$ cat config.mk
export PLATFORM = sky130hd
export DESIGN_NAME = temp_sensor_smbus_register_map
export DESIGN_NICKNAME = d
export VERILOG_FILES = /design/src/hdl/tsrm_pkg.sv /design/src/hdl/tsrm_decode.sv /design/src/hdl/temp_sensor_smbus_register_map.sv
export SDC_FILE = /design/constraint.sdc
export NUM_CORES = 1
export LEC_CHECK = 0
export ABC_AREA = 1
export ABC_CLOCK_PERIOD_IN_PS = 3020
export CORE_MARGIN = 2
export CORE_UTILIZATION = 35
export DETAILED_ROUTE_END_ITERATION = 8
export DONT_BUFFER_PORTS = 1
export PLACE_DENSITY = 0.58
export SLEW_MARGIN = 10
export SYNTH_ARGS = -nofsm -noshare
export SYNTH_HDL_FRONTEND = slang
export SYNTH_SLANG_ARGS = --single-unit
$ cat constraint.sdc
create_clock -name clk -period 3.02 [get_ports clk]
set_input_delay 0.604 -clock clk [delete_from_list [all_inputs] [get_ports clk]]
set_output_delay 0.604 -clock clk [all_outputs]
set_load 0.01 [all_outputs]
$ cat src/hdl/tsrm_pkg.sv
// Shared types, register-file addresses, command codes and reset values
// for the temperature monitor register map. No dependencies.
package tsrm_pkg;

  localparam int AddrW = 4;
  localparam int Depth = 16;

  typedef logic [AddrW-1:0] addr_t;

  // register file entries, one byte each
  localparam addr_t A_CONFIG  = 4'd0;
  localparam addr_t A_CONV    = 4'd1;
  localparam addr_t A_LHL     = 4'd2;
  localparam addr_t A_LLL     = 4'd3;
  localparam addr_t A_RHL_HI  = 4'd4;
  localparam addr_t A_RHL_LO  = 4'd5;
  localparam addr_t A_RLL_HI  = 4'd6;
  localparam addr_t A_RLL_LO  = 4'd7;
  localparam addr_t A_ROFF_HI = 4'd8;
  localparam addr_t A_ROFF_LO = 4'd9;
  localparam addr_t A_LCRIT   = 4'd10;
  localparam addr_t A_RCRIT   = 4'd11;
  localparam addr_t A_HYST    = 4'd12;
  localparam addr_t A_DIODE   = 4'd13;
  localparam addr_t A_REPLY   = 4'd14;

  // command codes
  localparam logic [7:0] C_LOCAL_TEMP    = 8'h00;
  localparam logic [7:0] C_REMOTE_TEMP   = 8'h01;
  localparam logic [7:0] C_STATUS        = 8'h02;
  localparam logic [7:0] C_RD_CONFIG     = 8'h03;
  localparam logic [7:0] C_RD_CONV       = 8'h04;
  localparam logic [7:0] C_RD_LHL        = 8'h05;
  localparam logic [7:0] C_RD_LLL        = 8'h06;
  localparam logic [7:0] C_RD_RHL_HI     = 8'h07;
  localparam logic [7:0] C_RD_RLL_HI     = 8'h08;
  localparam logic [7:0] C_WR_CONFIG     = 8'h09;
  localparam logic [7:0] C_WR_CONV       = 8'h0A;
  localparam logic [7:0] C_WR_LHL        = 8'h0B;
  localparam logic [7:0] C_WR_LLL        = 8'h0C;
  localparam logic [7:0] C_WR_RHL_HI     = 8'h0D;
  localparam logic [7:0] C_WR_RLL_HI     = 8'h0E;
  localparam logic [7:0] C_REMOTE_FRAC   = 8'h10;
  localparam logic [7:0] C_ROFF_HI       = 8'h11;
  localparam logic [7:0] C_ROFF_LO       = 8'h12;
  localparam logic [7:0] C_RHL_LO        = 8'h13;
  localparam logic [7:0] C_RLL_LO        = 8'h14;
  localparam logic [7:0] C_RCRIT         = 8'h19;
  localparam logic [7:0] C_LCRIT         = 8'h20;
  localparam logic [7:0] C_HYST          = 8'h21;
  localparam logic [7:0] C_DIODE         = 8'hBF;
  localparam logic [7:0] C_ONE_SHOT      = 8'hF0;
  localparam logic [7:0] C_MFR_ID        = 8'hFE;
  localparam logic [7:0] C_DEV_ID        = 8'hFF;

  localparam logic [7:0] MFR_ID_VAL = 8'h01;
  localparam logic [7:0] DEV_ID_VAL = 8'h21;

  typedef enum logic [2:0] {
    OP_NONE,
    OP_LOAD_CONST,
    OP_LOAD_MEM,
    OP_STORE,
    OP_DELIVER
  } op_t;

  typedef struct packed {
    op_t        op;
    addr_t      addr;
    logic [7:0] value;
  } dec_t;

  function automatic logic [7:0] reset_val(addr_t a);
    logic [7:0] v;
    v = 8'h00;
    case (a)
      A_LHL:    v = 8'h46;
      A_RHL_HI: v = 8'h46;
      A_RLL_HI: v = 8'h46;
      A_LCRIT:  v = 8'h55;
      A_RCRIT:  v = 8'h55;
      A_HYST:   v = 8'h0a;
      default:  v = 8'h00;
    endcase
    return v;
  endfunction

endpackage

$ cat src/hdl/tsrm_decode.sv
// Command decoder: turns one bus transaction into a register-file action.
// Depends on tsrm_pkg.
module tsrm_decode (
  input  logic          cmd,
  input  logic [7:0]    length,
  input  logic [7:0]    command_code,
  input  logic [7:0]    data_byte,
  input  logic [15:0]   local_temp,
  input  logic [15:0]   remote_temp,
  input  logic          pending,
  output tsrm_pkg::dec_t dec
);
  import tsrm_pkg::*;

  logic has_data;
  logic exact;

  assign has_data = length >= 8'd2;
  assign exact    = length == 8'd2;

  // byte registers that are written with exactly two bytes, read back otherwise
  function automatic dec_t rw_byte(logic ex, addr_t a, logic [7:0] d);
    dec_t r;
    r.op    = ex ? OP_STORE : OP_LOAD_MEM;
    r.addr  = a;
    r.value = d;
    return r;
  endfunction

  always_comb begin
    dec.op    = OP_NONE;
    dec.addr  = A_REPLY;
    dec.value = data_byte;
    if (cmd) begin
      if (pending && length != 8'd0) dec.op = OP_DELIVER;
    end else if (length != 8'd0) begin
      unique case (command_code)
        C_LOCAL_TEMP: begin
          dec.op = OP_LOAD_CONST; dec.value = local_temp[15:8];
        end
        C_REMOTE_TEMP: begin
          dec.op = OP_LOAD_CONST; dec.value = remote_temp[15:8];
        end
        C_STATUS: begin
          dec.op = OP_LOAD_CONST; dec.value = 8'h00;
        end
        C_REMOTE_FRAC: begin
          dec.op = OP_LOAD_CONST; dec.value = remote_temp[7:0];
        end
        C_MFR_ID: begin
          dec.op = OP_LOAD_CONST; dec.value = MFR_ID_VAL;
        end
        C_DEV_ID: begin
          dec.op = OP_LOAD_CONST; dec.value = DEV_ID_VAL;
        end
        C_RD_CONFIG: begin dec.op = OP_LOAD_MEM; dec.addr = A_CONFIG; end
        C_RD_CONV:   begin dec.op = OP_LOAD_MEM; dec.addr = A_CONV;   end
        C_RD_LHL:    begin dec.op = OP_LOAD_MEM; dec.addr = A_LHL;    end
        C_RD_LLL:    begin dec.op = OP_LOAD_MEM; dec.addr = A_LLL;    end
        C_RD_RHL_HI: begin dec.op = OP_LOAD_MEM; dec.addr = A_RHL_HI; end
        C_RD_RLL_HI: begin dec.op = OP_LOAD_MEM; dec.addr = A_RLL_HI; end
        C_WR_CONFIG: begin dec.op = has_data ? OP_STORE : OP_NONE; dec.addr = A_CONFIG; end
        C_WR_CONV:   begin dec.op = has_data ? OP_STORE : OP_NONE; dec.addr = A_CONV;   end
        C_WR_LHL:    begin dec.op = has_data ? OP_STORE : OP_NONE; dec.addr = A_LHL;    end
        C_WR_LLL:    begin dec.op = has_data ? OP_STORE : OP_NONE; dec.addr = A_LLL;    end
        C_WR_RHL_HI: begin dec.op = has_data ? OP_STORE : OP_NONE; dec.addr = A_RHL_HI; end
        C_WR_RLL_HI: begin dec.op = has_data ? OP_STORE : OP_NONE; dec.addr = A_RLL_HI; end
        C_ROFF_HI: dec = rw_byte(exact, A_ROFF_HI, data_byte);
        C_ROFF_LO: dec = rw_byte(exact, A_ROFF_LO, data_byte);
        C_RHL_LO:  dec = rw_byte(exact, A_RHL_LO, data_byte);
        C_RLL_LO:  dec = rw_byte(exact, A_RLL_LO, data_byte);
        C_RCRIT:   dec = rw_byte(exact, A_RCRIT, data_byte);
        C_LCRIT:   dec = rw_byte(exact, A_LCRIT, data_byte);
        C_HYST:    dec = rw_byte(exact, A_HYST, data_byte);
        C_DIODE:   dec = rw_byte(exact, A_DIODE, data_byte);
        C_ONE_SHOT: dec.op = OP_NONE;
        default:   dec.op = OP_NONE;
      endcase
    end
  end

endmodule

$ cat src/hdl/temp_sensor_smbus_register_map.sv
// Top level of the temperature monitor register map: handshakes, byte
// register file (one synchronous RAM) and result register.
// Depends on tsrm_pkg and tsrm_decode.
//
//   channel | direction | signals
//   --------+-----------+-----------------------------------------------------
//   in      | to block  | in_valid/in_ready, cmd, length, command_code,
//           |           | data_byte, local_temp, remote_temp
//   out     | from block| out_valid/out_ready, returned_count, read_byte
//
// Each transfer has two steps: the accept cycle issues the RAM read, and the
// ST_EXEC state then writes back and loads the result register. The RAM
// read is registered, hence the split. A held result stalls only ST_EXEC.
// Reset clears the per-entry valid bits; an entry not yet written reads as
// its reset value, so no clearing pass is needed.
module temp_sensor_smbus_register_map (
  input  logic        clk,
  input  logic        rst,
  input  logic        in_valid,
  output logic        in_ready,
  input  logic        cmd,
  input  logic [7:0]  length,
  input  logic [7:0]  command_code,
  input  logic [7:0]  data_byte,
  input  logic [15:0] local_temp,
  input  logic [15:0] remote_temp,
  output logic        out_valid,
  input  logic        out_ready,
  output logic [7:0]  returned_count,
  output logic [7:0]  read_byte
);
  import tsrm_pkg::*;

  typedef enum logic [1:0] {
    ST_IDLE = 2'b01,
    ST_EXEC = 2'b10
  } state_t;

  state_t     state;
  state_t     state_next;
  dec_t       dec;
  dec_t       dec_q;
  logic       cmd_q;
  logic [7:0] len_q;
  logic       pending;

  logic [7:0]       mem [Depth];
  logic [Depth-1:0] vld;
  logic [7:0]       mem_q;
  logic             vld_q;
  addr_t            rd_addr_q;
  logic [7:0]       rd_data;

  logic       accept;
  logic       go;
  logic       wr_en;
  addr_t      wr_addr;
  logic [7:0] wr_data;

  tsrm_decode u_dec (
    .cmd          (cmd),
    .length       (length),
    .command_code (command_code),
    .data_byte    (data_byte),
    .local_temp   (local_temp),
    .remote_temp  (remote_temp),
    .pending      (pending),
    .dec          (dec)
  );

  assign in_ready = (state == ST_IDLE);
  assign accept   = in_valid && in_ready;
  assign go       = (state == ST_EXEC) && (!out_valid || out_ready);
  assign rd_data  = vld_q ? mem_q : reset_val(rd_addr_q);

  always_comb begin
    state_next = state;
    unique case (state)
      ST_IDLE: if (accept) state_next = ST_EXEC;
      ST_EXEC: if (go) state_next = ST_IDLE;
      default: state_next = ST_IDLE;
    endcase
  end

  always_comb begin
    wr_en   = 1'b0;
    wr_addr = A_REPLY;
    wr_data = dec_q.value;
    if (go) begin
      case (dec_q.op)
        OP_STORE: begin
          wr_en = 1'b1; wr_addr = dec_q.addr;
        end
        OP_LOAD_CONST: wr_en = 1'b1;
        OP_LOAD_MEM: begin
          wr_en = 1'b1; wr_data = rd_data;
        end
        default: wr_en = 1'b0;
      endcase
    end
  end

  // RAM: one read port (issued on accept), one write port
  always_ff @(posedge clk) begin
    if (accept) begin
      mem_q     <= mem[dec.addr];
      rd_addr_q <= dec.addr;
    end
    if (wr_en) mem[wr_addr] <= wr_data;
  end

  always_ff @(posedge clk) begin
    if (rst) begin
      vld <= '0;
    end else if (wr_en) begin
      vld[wr_addr] <= 1'b1;
    end
  end

  always_ff @(posedge clk) begin
    if (rst) begin
      vld_q <= 1'b0;
    end else if (accept) begin
      vld_q <= vld[dec.addr];
    end
  end

  always_ff @(posedge clk) begin
    if (accept) begin
      dec_q <= dec;
      cmd_q <= cmd;
      len_q <= length;
    end
  end

  always_ff @(posedge clk) begin
    if (rst) begin
      state   <= ST_IDLE;
      pending <= 1'b0;
    end else begin
      state <= state_next;
      if (go) begin
        if (dec_q.op == OP_DELIVER) begin
          pending <= 1'b0;
        end else if (dec_q.op == OP_LOAD_CONST || dec_q.op == OP_LOAD_MEM) begin
          pending <= 1'b1;
        end
      end
    end
  end

  always_ff @(posedge clk) begin
    if (rst) begin
      out_valid <= 1'b0;
    end else if (go) begin
      out_valid <= 1'b1;
    end else if (out_ready) begin
      out_valid <= 1'b0;
    end
  end

  always_ff @(posedge clk) begin
    if (go) begin
      if (cmd_q) begin
        returned_count <= (dec_q.op == OP_DELIVER) ? 8'd1 : 8'd0;
        read_byte      <= (dec_q.op == OP_DELIVER) ? rd_data : 8'd0;
      end else begin
        returned_count <= len_q;
        read_byte      <= 8'd0;
      end
    end
  end

endmodule
==> metrics.md <==
| Metric | Value |
|---|---|
| CTS clock-pin slew for the worst setup and hold paths | 70 ps |
| Setup TNS Final | 0 ps |
| First-pass GRT wire length | 30300 µm |
| Layout Nets | 906 |
| Filler cells | 2287 |
| Final Cycle Share | 79.0% |
| Total Routing Usage GR | 15.4% |
| Register area | 5710 µm² |
| Grt total ovfl | 0 |
| Avg Inst Size Synth | 10.4 µm² |
| Final Skew | 11.6 ps |
| Top cells by area, synth | edfxtp_1, nor2_1, nand2_1 |
| Root buffer cell | clkbuf_16 |
| Cell Area, Synth | 8570 µm² |
| VDD IR max | 0.000390 V |
| DRT antenna net count | 0 |
| Worst Path Max Fanout | 11 |
| Vias/cell | 4.91 |
| TritonCTS clock tree | built |
| Worst Setup Path Type | primary input to flip-flop |
| Sequential fraction of the synthesis area | 66.6% |
| CP Capture Type | flip-flop |
| Final WL | 19300 µm |
| Fin. max-slew vios | 0 |
| Fmax | 419 MHz |
| YS warnings | 0 |
| Max_cap viols | 0 |
| Hold_ws | 242 ps |
| Final hold violation count | 0 |
| I/O pins | 79 |
| TritonRoute pass-1 iters | 5 |
| Mapped Nets | 882 |
| Fraction of layout cells with a size suffix above 1 | 10.3% |
| Die X | 160 µm |
| Number of global-route vias before repair | 5520 |
| Post_cts resized | 0 |
| Initial antenna violation count | 0 |
| Routed len/inst | 16.3 µm |
| Status | complete, no violations |
| H-tree depth | 4 |
| Die Footprint | 25700 µm² |
| Pwr/cell area | 573 nW/µm² |
| Port bufs | 0 |
| Utilization after layout | 40.4% |
| Starting Density | 35.4% |
| Vias after detailed routing | 5800 |
| Required time of the worst setup path | 3300 ps |
| Synth unique cells | 34 |
| Largest net degree at the start of global routing | 47 |
| Clock Latency Late Sink | 430 ps |
| Hold crit path type | primary input to flip-flop |
| Final HPWL DP | 12800 µm |
| Top cell type's share of synthesized area | 61.7% |
| Floorplan Core Area | 24200 µm² |
| Hold-fix buffers, CTS | 0 |
| CTS sink cnt | 197 |
| Area of the multi-input gates | 2480 µm² |
| DRC | 0 |
| Worst Tran Pin Value | 1210 ps |
| FFs w/ async S/R, synth | 0% |
| Top_reg_cell synth | edfxtp_1 |
| Leak | 3.52 nW |
| Post-layout min period | 2390 ps |
| Deepest clock path buffer count | 2 |
| Gpl congestion | 0.836 |
| Post-synth top area cell | edfxtp_1 |
| Setup-failing EPs final | 0 |
| RSZ-0062 raised after global routing | false |
| Arrival @ worst endpoint | 2670 ps |
| Slew margin rel. | 18.6% |
| EDFF count, synth | 176 |
| Die Span Y | 160 µm |
| # Post-CTS Setup Buffers | 0 |
| Number of DRC markers in iteration 0 | 527 |
| Row cnt | 57 |
| CP startpoint kind | primary input |
| Total CTS buffers | 17 |
| Diode count | 0 |
| Synth Instances | 821 |
| Area Overhead vs Synth | 13.9% |
| Flops & latches, synth | 197 |
-- synthesized netlist by cell type, drive strengths merged, types with 2 or more instances --
library cell    n
a21oi          10
inv            57
clkbuf         12
a31oi           5
mux2            8
o211ai         27
o21ba           3
o21ai          75
nand3          53
nand3b          3
edfxtp        176
nor4            4
nand2         125
dfxtp          21
nor2          203
buf            20
nand4           2
o21bai          7
nor3            3
-- kinds of logic after synthesis --
kind of cell	after synthesis	synth area share [%]
multiplexers	8	1.05
buffers and inverters	90	4.50
flip-flops	197	66.6
AO/OA/AOI/OAI	129	8.83
AND/OR/NAND/NOR	397	19.0
-- registers in the layout, indices dropped and copies added, names as in the netlist --
| signal | flops |
|---|---|
| state | 2 |
| cmd_q | 1 |
| dec_q | 15 |
| read_byte | 8 |
| vld | 16 |
| mem_q | 8 |
| returned_count | 8 |
| vld_q | 1 |
| mem | 128 |
| out_valid | 1 |
| pending | 1 |
| len_q | 8 |
-- power by group --
group	internal (mW)	switching (mW)
clock	1.26	1.06
sequential	3.01	0.0180
combinational	0.0686	0.174
-- path summary, 6_finish.rpt --
check / slack [ps] / cells after the start / to / start
setup / recovery: 630 / 16 / mem_q[4] / command_code[6]
hold / removal: 240 / 1 / vld[14] / rst
setup reg to reg: 650 / 10 / mem[7][3] / state[1]
hold reg to reg: 460 / 2 / vld[11] / vld[11]
-- layout by cell type (no fill, tap or decap), drive strengths merged, types with 7 or more instances in the layout --
cell type	instances
nand3	53
mux2	8
buf	37
o21ai	75
dfxtp	21
o21bai	7
edfxtp	176
inv	64
clkbuf	17
o211ai	27
nand2	125
a21oi	10
nor2	203
-- cell type report --
type / instances / area share [%]
Clock buffer: 17 / 4.36
Clock inverter: 15 / 1.95
Inverter: 58 / 2.23
Multi-Input combinational cell: 534 / 25.5
Sequential cell: 197 / 58.5
Tap cell: 324 / 4.15
Timing Repair Buffer: 37 / 3.36
-- metrics by stage --
step	instance area, µm²	power, mW	instances	setup WS, ps
2_1_floorplan	8570	3.25	821	58.2
3_3_place_gp	9130	3.33	1150	254
3_5_place_dp	9130	3.33	1150	233
4_1_cts	9750	5.63	1182	660
5_1_grt	9760	5.77	1182	353
6_report	9760	5.59	1182	634
-- per-layer routing --
layer  up-vias  track usage (%)  wire, µm
met3        12             3.00       734
li1       2875                -         -
met1      2781             20.9      9060
met5         -                0         0
met4         0             4.01       160
met2       132             25.3      9320
-- critical path: stages --
cell and delay (ps):
nor2_1 170, nand2_1 190, inv_2 160, nand2_1 70, nand2_1 60, nor2_1 70
nand2_4 130, nand2_4 60, inv_2 240, buf_4 240, nor2_1 50, nor2_1 70
o21ai_0 80, o211ai_1 110, nand3_1 190, nand2_1 160
Note: power is estimated with default switching activity, not from simulation.
